### src/rtl/core/rida_pkg.sv
// Shared constants, codes and interface types of the reference-counted ID allocator.
`timescale 1ns / 1ps
`default_nettype none
package rida_pkg;

  // Sizes
  localparam int unsigned ID_BITS    = 10;
  localparam int unsigned COUNT_BITS = 8;
  localparam int unsigned ID_SPACE   = 1 << ID_BITS;
  localparam int unsigned TDATA_W    = ((ID_BITS + 7) / 8) * 8;

  localparam logic [COUNT_BITS-1:0] COUNT_MAX  = {COUNT_BITS{1'b1}};
  localparam logic [COUNT_BITS-1:0] COUNT_ZERO = '0;
  localparam logic [COUNT_BITS-1:0] COUNT_ONE  = COUNT_BITS'(1);
  localparam logic [COUNT_BITS-1:0] COUNT_TWO  = COUNT_BITS'(2);

  // Operation codes carried in the input tuser
  typedef enum logic [1:0] {
    OP_ALLOC   = 2'd0,
    OP_ADDREF  = 2'd1,
    OP_RELEASE = 2'd2
  } op_e;

  // Status codes returned with each result
  typedef enum logic [1:0] {
    ST_OK         = 2'd0,
    ST_NO_IDS     = 2'd1,
    ST_STACK_FULL = 2'd2,
    ST_SATURATED  = 2'd3
  } status_e;

  // Operands gathered for one request after the memory reads
  typedef struct packed {
    logic [1:0]            op;
    logic [ID_BITS-1:0]    id;
    logic [COUNT_BITS-1:0] count;
    logic [ID_BITS-1:0]    top_id;
    logic [ID_BITS:0]      fill;
    logic [ID_BITS:0]      fresh;
  } exec_in_t;

  // Decision for one request: result word and state updates
  typedef struct packed {
    logic [ID_BITS-1:0]    res_id;
    logic                  freed;
    status_e               status;
    logic                  cnt_we;
    logic [COUNT_BITS-1:0] cnt_wdata;
    logic                  push;
    logic                  pop;
    logic                  fresh_inc;
  } exec_out_t;

endpackage
`default_nettype wire

### src/rtl/core/rida_decide.sv
// Request decode: allocate, add-reference and release decisions from the fetched state.
`timescale 1ns / 1ps
`default_nettype none
module rida_decide (
  input  rida_pkg::exec_in_t  exec_i,
  output rida_pkg::exec_out_t exec_o
);

  always_comb begin
    exec_o           = '0;
    exec_o.res_id    = exec_i.id;
    exec_o.status    = rida_pkg::ST_OK;
    exec_o.cnt_wdata = rida_pkg::COUNT_ZERO;
    case (rida_pkg::op_e'(exec_i.op))
      rida_pkg::OP_ALLOC: begin
        // pop the stack first, then fall back on a fresh id
        if (exec_i.fill != '0) begin
          exec_o.pop    = 1'b1;
          exec_o.res_id = exec_i.top_id;
        end else if (!exec_i.fresh[rida_pkg::ID_BITS]) begin
          exec_o.fresh_inc = 1'b1;
          exec_o.res_id    = exec_i.fresh[rida_pkg::ID_BITS-1:0];
        end else begin
          exec_o.res_id = '0;
          exec_o.status = rida_pkg::ST_NO_IDS;
        end
      end
      rida_pkg::OP_ADDREF: begin
        // start tracking at two, otherwise count up and hold at the top
        if (exec_i.count == rida_pkg::COUNT_ZERO) begin
          exec_o.cnt_we    = 1'b1;
          exec_o.cnt_wdata = rida_pkg::COUNT_TWO;
        end else if (exec_i.count == rida_pkg::COUNT_MAX) begin
          exec_o.status = rida_pkg::ST_SATURATED;
        end else begin
          exec_o.cnt_we    = 1'b1;
          exec_o.cnt_wdata = exec_i.count + rida_pkg::COUNT_ONE;
        end
      end
      rida_pkg::OP_RELEASE: begin
        if (exec_i.count > rida_pkg::COUNT_ONE) begin
          // still referenced: just count down
          exec_o.cnt_we    = 1'b1;
          exec_o.cnt_wdata = exec_i.count - rida_pkg::COUNT_ONE;
        end else begin
          // last reference or untracked: clear and return the id
          exec_o.cnt_we    = (exec_i.count == rida_pkg::COUNT_ONE);
          exec_o.cnt_wdata = rida_pkg::COUNT_ZERO;
          if (exec_i.fill[rida_pkg::ID_BITS]) begin
            exec_o.status = rida_pkg::ST_STACK_FULL;
          end else begin
            exec_o.push  = 1'b1;
            exec_o.freed = 1'b1;
          end
        end
      end
      default: begin
        // unused code: echo the id, change nothing
        exec_o.res_id = exec_i.id;
      end
    endcase
  end

endmodule
`default_nettype wire

### config.mk
export PLATFORM = sky130hd
export DESIGN_NAME = rida_decide
export DESIGN_NICKNAME = d
export VERILOG_FILES = /design/src/rtl/core/rida_pkg.sv /design/src/rtl/core/rida_decide.sv
export SDC_FILE = /design/constraint.sdc
export NUM_CORES = 1
export LEC_CHECK = 0
export BUFFER_PORTS_ARGS = -buffer_cell sky130_fd_sc_hd__buf_2
export CAP_MARGIN = 5
export CORE_AREA = 10 10 60 62
export DETAILED_ROUTE_END_ITERATION = 8
export DIE_AREA = 0 0 70 72
export PLACE_DENSITY = 0.79
export SLEW_MARGIN = 15
export SYNTH_ARGS = -nofsm -noshare
export SYNTH_HDL_FRONTEND = slang
export SYNTH_SLANG_ARGS = --single-unit
### constraint.sdc
create_clock -name vclk -period 1.9
set_clock_uncertainty 0.15 [all_clocks]
set_input_delay 0.19 -clock vclk [all_inputs]
set_output_delay 0.19 -clock vclk [all_outputs]
set_load 0.02 [all_outputs]
==> reports/metrics.cfg, run 1 <==
[synth]
ys_seq_area_share_pct = 0
synth_warnings = 0
synth_cell_type_count = 42
postSynthAreaPerCell_um2 = 7.08
syn_area_um2 = 857
synth_nets = 180
syn-instance-count = 121

[pwr]
vdd_ir_drop_max_mv = 0.171
power.switching_uw = 199
clock_power_share_pct = 0
power.internal_uw = 203
leakagePower_nw = 0.888
power.combinational.fraction_pct = 100.0
pwr_density_cell_nw_per_um2 = 218
p_sw_share_pct = 49.6
seq_power_share_pct = 0

[setup_path]
cp_slowest_stage_delay_ps = 550
critPathSlowestCell = sky130_fd_sc_hd__or4_4
startpoint_type = input port
path_cells = buf_6, or4_4, o41ai_4, buf_4, nor4b_2, or3_4, buf_6
critPathCaptureType = output port
cp_capture_point = exec_o[8]
timing_worst_setup_path_type = input port to output port
crit_fanout = 2
arrival_ps = 1910
critical_path.startpoint = exec_i[36]
cp_data_required_time_ps = 1560
crit_path_frequent_cell = sky130_fd_sc_hd__buf_6

[run_status]
violations = negative setup slack
outcome = finished with violations

[layout]
nFlopsAndLatches = 0
drive_gt1_share_pct = 69.9
multi_input_comb_area_um2 = 951
post-route-cell-area_um2 = 1840
syn2layout_area_growth_pct = 115
regArea_um2 = 0
nClkBuffers = 0
diodes = 0
finalNetCount = 290
nFillCells = 169
finish.utilization_pct = 75.8

[global_routing]
track_usage_pct = 16.0
initial_antenna_violation_count = 0
grt_pass1_vias = 1466
grt_start_max_net_pins = 12
first_pass_grt_wire_length_um = 7060
overflow = 0

[detailed_routing]
count_of_unresolved_drc_violations_after_routing = 0
drt_pre_antenna_iters = 4
avgRoutedWirePerCell_um = 17.9
postRouteAntennaNets = 0
via_per_inst = 5.52
detail_route.iter0.violations = 42
route.vias.total = 1430
drt-total-wl_um = 4640

[die]
pin_count = 77
core_area_um2 = 2430
die_x_um = 70
floorplan.initialDensity_pct = 35.2
die-height_um = 72
row_count = 18
die_outline_area_um2 = 5040

[sta]
fin_worst_hold_slack_ps = 529
final_max_tran_viols = 0
postLayoutSetupSlackWorst_ps = -352
hold_viol = 0
timing.final.setup_violations = 11
period_utilization_pct = 119
setup_total_negative_slack_ps = -2150
tightestPinTransition_ps = 379
max-slew-margin-rel_pct = 74.6
period_minus_slack_ps = 2250
fmax_mhz = 444
grt_setup_unrepaired = yes

[placement]
placement_stage_cell_area_um2 = 1500
dp_hpwl_um = 3550
place.port_buffers = 77
place.gp.congestion = 0.919
placement.setup.worst_slack_ps = -426

[min_path]
hold_crit_class = input port to output port

[run]
maxCapViolCount = 0

[clocking]
hold_buffers = 0

[critical path, delay by kind of cell]
kind            cells  cell delay (ps)
simple gates        3              950
compound gates      1              360
buf+inv             3              400
[power by group through the flow]
stage	sequential [mW]	clock (mW)	combinational [mW]
2_1_floorplan	0	0	0.179
3_3_place_gp	0	0	0.327
3_5_place_dp	0	0	0.333
4_1_cts	0	0	0.373
5_1_grt	0	0	0.432
6_report	0	0	0.402
[cell usage after synthesis, types with 3 or more instances]
library cell / n / area (um^2)
sky130_fd_sc_hd__a21oi_1: 4 / 20.0
sky130_fd_sc_hd__a221o_1: 10 / 100
sky130_fd_sc_hd__clkbuf_1: 4 / 15.0
sky130_fd_sc_hd__clkbuf_8: 3 / 41.3
sky130_fd_sc_hd__ha_1: 7 / 87.6
sky130_fd_sc_hd__inv_1: 9 / 33.8
sky130_fd_sc_hd__nand2_1: 7 / 26.3
sky130_fd_sc_hd__nand3_1: 6 / 30.0
sky130_fd_sc_hd__nor2_1: 7 / 26.3
sky130_fd_sc_hd__nor2b_1: 11 / 68.8
sky130_fd_sc_hd__nor3_1: 6 / 30.0
sky130_fd_sc_hd__nor4_1: 4 / 25.0
sky130_fd_sc_hd__nor4b_1: 3 / 26.3
sky130_fd_sc_hd__o21ai_0: 7 / 35.0
[cell usage in the layout, fill, tap and decap left out, drive strengths merged, types with 6 or more instances in the layout]
| cell | count |
|---|---|
| nor2 | 7 |
| buf | 118 |
| ha | 7 |
| o21ai | 7 |
| a221o | 10 |
| nor3 | 6 |
| nor2b | 11 |
| nand2 | 7 |
| inv | 9 |
| nand3 | 6 |
[cell families after synthesis]
| kind of cell | Yosys count | synth area share, % |
|---|---|---|
| adders and majority gates | 7 | 10.2 |
| AOI/OAI and AO/OA | 37 | 36.5 |
| buffers and inverters | 20 | 14.2 |
| muxes | 1 | 1.31 |
| and+or+nand+nor | 55 | 36.8 |
| xor gates and xnor gates | 1 | 1.02 |
[stage by stage]
step | power [mW] | cells
final | 0.402 | 259
after global placement | 0.327 | 251
after CTS | 0.373 | 255
after floorplan | 0.179 | 121
after global routing | 0.432 | 259
after detailed placement | 0.333 | 251
[layout make-up]
class,count,area share [%]
Timing Repair Buffer,118,44.1
Tap cell,30,2.04
Multi-Input combinational cell,102,51.6
Inverter,9,2.24
[how the worst min path moves through the flow]
| stage | startpoint | endpoint | slack [ps] | depth (start not counted) |
|---|---|---|---|---|
| 3_3_place_gp | exec_i[21] | exec_o[2] | 550 | 3 |
| 6_report | exec_i[21] | exec_o[14] | 530 | 3 |
| 4_1_cts | exec_i[21] | exec_o[14] | 550 | 3 |
| 5_1_grt | exec_i[21] | exec_o[14] | 550 | 3 |
| 2_1_floorplan | exec_i[21] | exec_o[2] | 260 | 1 |
| 3_5_place_dp | exec_i[21] | exec_o[14] | 550 | 3 |
[metal layers]
layer | wire length, um | GRT usage (%)
met1 | 1770 | 17.2
met2 | 2300 | 30.7
met3 | 496 | 4.76
met4 | 76 | 1.75
met5 | 0 | 0
[what timing repair did]
item | CTS | global route
endpoints found under the setup margin | 23 | 23
buffers inserted | 4 | 3
pin swaps | 12 | 9
cloned | 0 | 1
resized for setup | 47 | 25
(Power assumes the default switching activity.)
==> run 2: changes to the inputs <==
Settings changed: ABC_AREA set to 1, CORE_AREA 10 10 60 62 to 10 10 63 65, DIE_AREA 0 0 70 72 to 0 0 73 75, PLACE_DENSITY 0.79 to 0.78.
==> run 2 against run 1 <==
Net effect:
- the flow now finishes without violations
- count of clock-buffer cells in the layout stayed put
- sequential share of layout area stayed put
- fmax is 29% higher
- combinational power is 30% lower
- non-clock buffer count is 38 lower
- via count is 1.5% higher
- largest cell class unchanged
==> reports/metrics.cfg, run 2 <==
[layout]
nFlopsAndLatches = 0
syn2layout_area_growth_pct = 37.7
final_cell_mix = sky130_fd_sc_hd__nand2_1, sky130_fd_sc_hd__buf_2, sky130_fd_sc_hd__inv_1, sky130_fd_sc_hd__nor2_1, sky130_fd_sc_hd__nand3_1
nClkBuffers = 0
most_frequent_standard_cell_in_the_layout_excluding_fill_and_tap_cells = sky130_fd_sc_hd__nand2_1
drive_gt1_share_pct = 34.3
finalNetCount = 338
diodes = 0
nFillCells = 304
regArea_um2 = 0

[run]
maxCapViolCount = 0

[die]
row_count = 19
pin_count = 77
die_x_um = 73
floorplan.initialDensity_pct = 38.0
core_area_um2 = 2710
die-height_um = 75
die_outline_area_um2 = 5480

[detailed_routing]
drt_pre_antenna_iters = 4
drt-total-wl_um = 3640
detail_route.iter0.violations = 93
postRouteAntennaNets = 0
length_of_routed_met3_wiring_um = 479
met1_length_um = 1490
route.vias.total = 1451
via_per_inst = 4.71
maxUsedRoutingLayer = met3
detailroute.wirelength.met2_um = 1670
avgRoutedWirePerCell_um = 11.8
count_of_unresolved_drc_violations_after_routing = 0

[placement]
place.gp.congestion = 0.938
place.port_buffers = 77
dp_hpwl_um = 3150

[global_routing]
grt_start_max_net_pins = 13
overflow = 0
grt_pass1_vias = 1366
initial_antenna_violation_count = 0
first_pass_grt_wire_length_um = 5870
track_usage_pct = 12.1

[synth]
synth_top_family_by_area = simple AND/OR/NAND/NOR gates
syn_area_um2 = 1030
synth_top_cell_by_area = sky130_fd_sc_hd__nand2_1
ys_seq_area_share_pct = 0
netlist_top_cells_area = sky130_fd_sc_hd__nand2_1, sky130_fd_sc_hd__nand3_1, sky130_fd_sc_hd__inv_1, sky130_fd_sc_hd__nor2_1, sky130_fd_sc_hd__ha_1
synth_warnings = 0
post_synth_most_frequent_cells = sky130_fd_sc_hd__nand2_1, sky130_fd_sc_hd__inv_1, sky130_fd_sc_hd__nor2_1
synth_nets = 265
mux_cell_area_share_after_synthesis_pct = 0
postSynthAreaPerCell_um2 = 4.99
synthAdderAreaFrac_pct = 8.52
synth_cell_type_count = 24
yosys.area_share.xor_xnor_pct = 5.96
post_synth_and_or_nand_nor_area_fraction_pct = 62.0
syn-instance-count = 206
synth_compound_gate_area_share_pct = 8.15
synth_most_common_cell = sky130_fd_sc_hd__nand2_1
yosys.area.top_type_share_pct = 30.3

[sta]
tightestPinTransition_ps = 366
fmax_mhz = 572
timing.final.setup_violations = 0
setup_total_negative_slack_ps = 0
max-slew-margin-rel_pct = 75.6
hold_viol = 0
fin_worst_hold_slack_ps = 543
grt_setup_unrepaired = no
period_utilization_pct = 92.1
final_max_tran_viols = 0
period_minus_slack_ps = 1750

[setup_path]
startpoint_type = input port
critPathCaptureType = output port
timing_worst_setup_path_type = input port to output port
crit_fanout = 5
cp_data_required_time_ps = 1560
arrival_ps = 1410

[pwr]
pwr_density_cell_nw_per_um2 = 199
finalPower_uw = 282
leakagePower_nw = 0.890
vdd_ir_drop_max_mv = 0.128

[run_status]
outcome = finished, final reports clean

[min_path]
hold_crit_class = input port to output port

[clocking]
hold_buffers = 0

run 2: cell count changes after synthesis, sizes merged, moves of 10 or more:
cell   change
nand2     +79
nor2      +24
inv       +16
nand3     +14
nor2b     -11
a221o     -10
run 2: path summary, 6_finish.rpt:
| check | start | end | slack (ps) | cells past startpoint |
|---|---|---|---|---|
| setup / recovery | exec_i[32] | exec_o[11] | 150 | 9 |
| hold / removal | exec_i[21] | exec_o[14] | 540 | 3 |
run 2: per-layer routing:
layer  vias to the layer above  track usage [%]
li1                        774                -
met1                       605             13.4
met2                        72             22.4
met3                         0             4.60
met4                         0            0.422
met5                         -                0
run 2: area by class of cell:
class	instances	area [um^2]	area share, %
well taps	31	38.8	2.74
multi-input cells	172	876	61.8
inverters	25	93.8	6.63
repair buffers	80	408	28.8
run 2: report_power, final:
group | internal [mW] | total, mW | switching (mW) | leakage (nW)
Combinational | 0.110 | 0.282 | 0.172 | 0.890
Sequential | 0 | 0 | 0 | 0
Clock | 0 | 0 | 0 | 0
Total | 0.110 | 0.282 | 0.172 | 0.890
run 2: logic make-up (layout without fill, tap and decap cells):
logic type,after synthesis,count (layout)
adders and majority gates,7,7
and+or+nand+nor,144,144
AOI/OAI and AO/OA,14,14
buffers and inverters,34,105
xor gates and xnor gates,7,7
run 2: metrics by stage:
stage,instance area [um^2],util [%],cells,setup slack (ps)
after floorplan,1030,-,206,178
after global placement,1410,52.1,308,124
after detailed placement,1410,52.1,308,84.5
after CTS,1410,52.1,308,84.2
after global routing,1420,52.3,308,0.547
final,1420,52.3,308,151
run 2: critical path, cell delays in order:
cell and delay (ps):
sky130_fd_sc_hd__buf_2 120, sky130_fd_sc_hd__inv_1 130, sky130_fd_sc_hd__ha_1 270, sky130_fd_sc_hd__nand2_4 90, sky130_fd_sc_hd__nor2_2 200, sky130_fd_sc_hd__o21ai_0 120
sky130_fd_sc_hd__nand2_1 70, sky130_fd_sc_hd__a21oi_1 60, sky130_fd_sc_hd__buf_2 170
run 2: repair_timing:
action	4_1_cts	5_1_grt
endpoints found under the hold margin	0	0
setup buffers	0	0
endpoints found under the setup margin	0	4
gates resized for setup	0	1
==> run 3: changes to the inputs <==
==> constraint.sdc (replaced) <==
create_clock -name vclk -period 1.9
set_clock_uncertainty 0.15 [all_clocks]
set_input_delay 0.19 -clock vclk [all_inputs]
set_output_delay 0.19 -clock vclk [all_outputs]
set_load 0.1 [all_outputs]
==> run 3 against run 2 <==
Net effect:
- die area unchanged
- sequential share of layout area stayed put
- global-route usage increased by 1.7 points
- fmax down 3.7%
- critical path depth unchanged
==> reports/metrics.cfg, run 3 (synthesis gave the netlist of run 2 again) <==
[detailed_routing]
count_of_unresolved_drc_violations_after_routing = 0
avgRoutedWirePerCell_um = 12.8
detail_route.iter0.violations = 121
drt-total-wl_um = 4000
postRouteAntennaNets = 0
drt_pre_antenna_iters = 5
via_per_inst = 4.84
route.vias.total = 1505

[setup_path]
path_cells = buf_4, clkinvlp_4, ha_4, nand2_4, a21oi_4, nor2_4, nand2_1, a21oi_4, buf_12
cp_slowest_stage_delay_ps = 220
timing_worst_setup_path_type = input port to output port
crit_path_frequent_cell = sky130_fd_sc_hd__a21oi_4
crit_fanout = 8
startpoint_type = input port
critPathCaptureType = output port
cp_data_required_time_ps = 1560
arrival_ps = 1480
critical_path_buf_inv_count = 3
critical-path-top-delay-family = simple AND/OR/NAND/NOR gates
critPathSlowestCell = sky130_fd_sc_hd__nor2_4

[pwr]
pwr_density_cell_nw_per_um2 = 320
leakagePower_nw = 1.01
finalPower_uw = 631
vdd_ir_drop_max_mv = 0.275

[layout]
most_frequent_standard_cell_in_the_layout_excluding_fill_and_tap_cells = sky130_fd_sc_hd__nand2_1
nClkBuffers = 0
syn2layout_area_growth_pct = 91.7
nFlopsAndLatches = 0
post-route-cell-area_um2 = 1970
drive_gt1_share_pct = 42.5
diodes = 0
finalNetCount = 341
multi_input_comb_area_um2 = 1030
final_cell_mix = sky130_fd_sc_hd__nand2_1, sky130_fd_sc_hd__buf_2, sky130_fd_sc_hd__buf_12
regArea_um2 = 0
nFillCells = 216

[global_routing]
grtUsageMet3_pct = 4.99
global_route.usage.met1_pct = 14.8
initial_antenna_violation_count = 0
grt_start_max_net_pins = 13
most_congested_layer_reported_by_global_routing = met2
track_usage_pct = 13.8
grt_pass1_vias = 1480
first_pass_grt_wire_length_um = 6540
met2_usage_pct = 26.2
overflow = 0

[die]
die_x_um = 73
floorplan.initialDensity_pct = 38.0
core_area_um2 = 2710
pin_count = 77
row_count = 19
die_outline_area_um2 = 5480
die-height_um = 75

[placement]
place.gp.congestion = 0.860
placement.setup.worst_slack_ps = -5.58
placement_stage_cell_area_um2 = 1960
place.port_buffers = 77
dp_hpwl_um = 3450

[sta]
final_max_tran_viols = 0
max-slew-margin-rel_pct = 55.2
hold_viol = 0
tightestPinTransition_ps = 671
period_utilization_pct = 95.6
setup_total_negative_slack_ps = 0
fmax_mhz = 551
period_minus_slack_ps = 1820
postLayoutSetupSlackWorst_ps = 83.5
fin_worst_hold_slack_ps = 577
timing.final.setup_violations = 0
grt_setup_unrepaired = yes

[min_path]
hold_crit_class = input port to output port

[run]
maxCapViolCount = 0

[clocking]
hold_buffers = 0

[run_status]
outcome = finished, final reports clean

-- run 3: report_power, final --
group          switching (mW)  internal [mW]  leakage [nW]  total, mW
sequential                  0              0             0          0
clock                       0              0             0          0
combinational           0.408          0.223          1.01      0.631
total                   0.408          0.223          1.01      0.631
-- run 3: area by class of cell --
| class | count | share of cell area [%] |
|---|---|---|
| inverter | 25 | 4.95 |
| tap | 31 | 1.97 |
| multi-input combinational | 172 | 52.1 |
| timing repair buffer | 83 | 41.0 |
-- run 3: repair_timing --
item	4_1_cts	5_1_grt
endpoints found under the setup margin	4	18
setup buffers	0	0
pin swaps	0	4
gates resized for setup	1	4
-- run 3: layer usage --
layer | part of all wire, % | vias up
met3 | 14 | 0
li1 | - | 780
met5 | 0 | -
met4 | 0 | 0
met2 | 50 | 77
met1 | 36 | 648
-- run 3: per-stage QoR --
stage               util, %  std cells
finish                 72.8        311
CTS                    72.4        311
global route           72.8        311
detailed placement     72.2        311
global placement       72.2        311
floorplan                 -        206
-- run 3: final timing paths --
kind                    from    endpoint  slack (ps)  cells past startpoint
setup / recovery  exec_i[32]   exec_o[9]          80                      9
hold / removal    exec_i[21]  exec_o[14]         580                      3
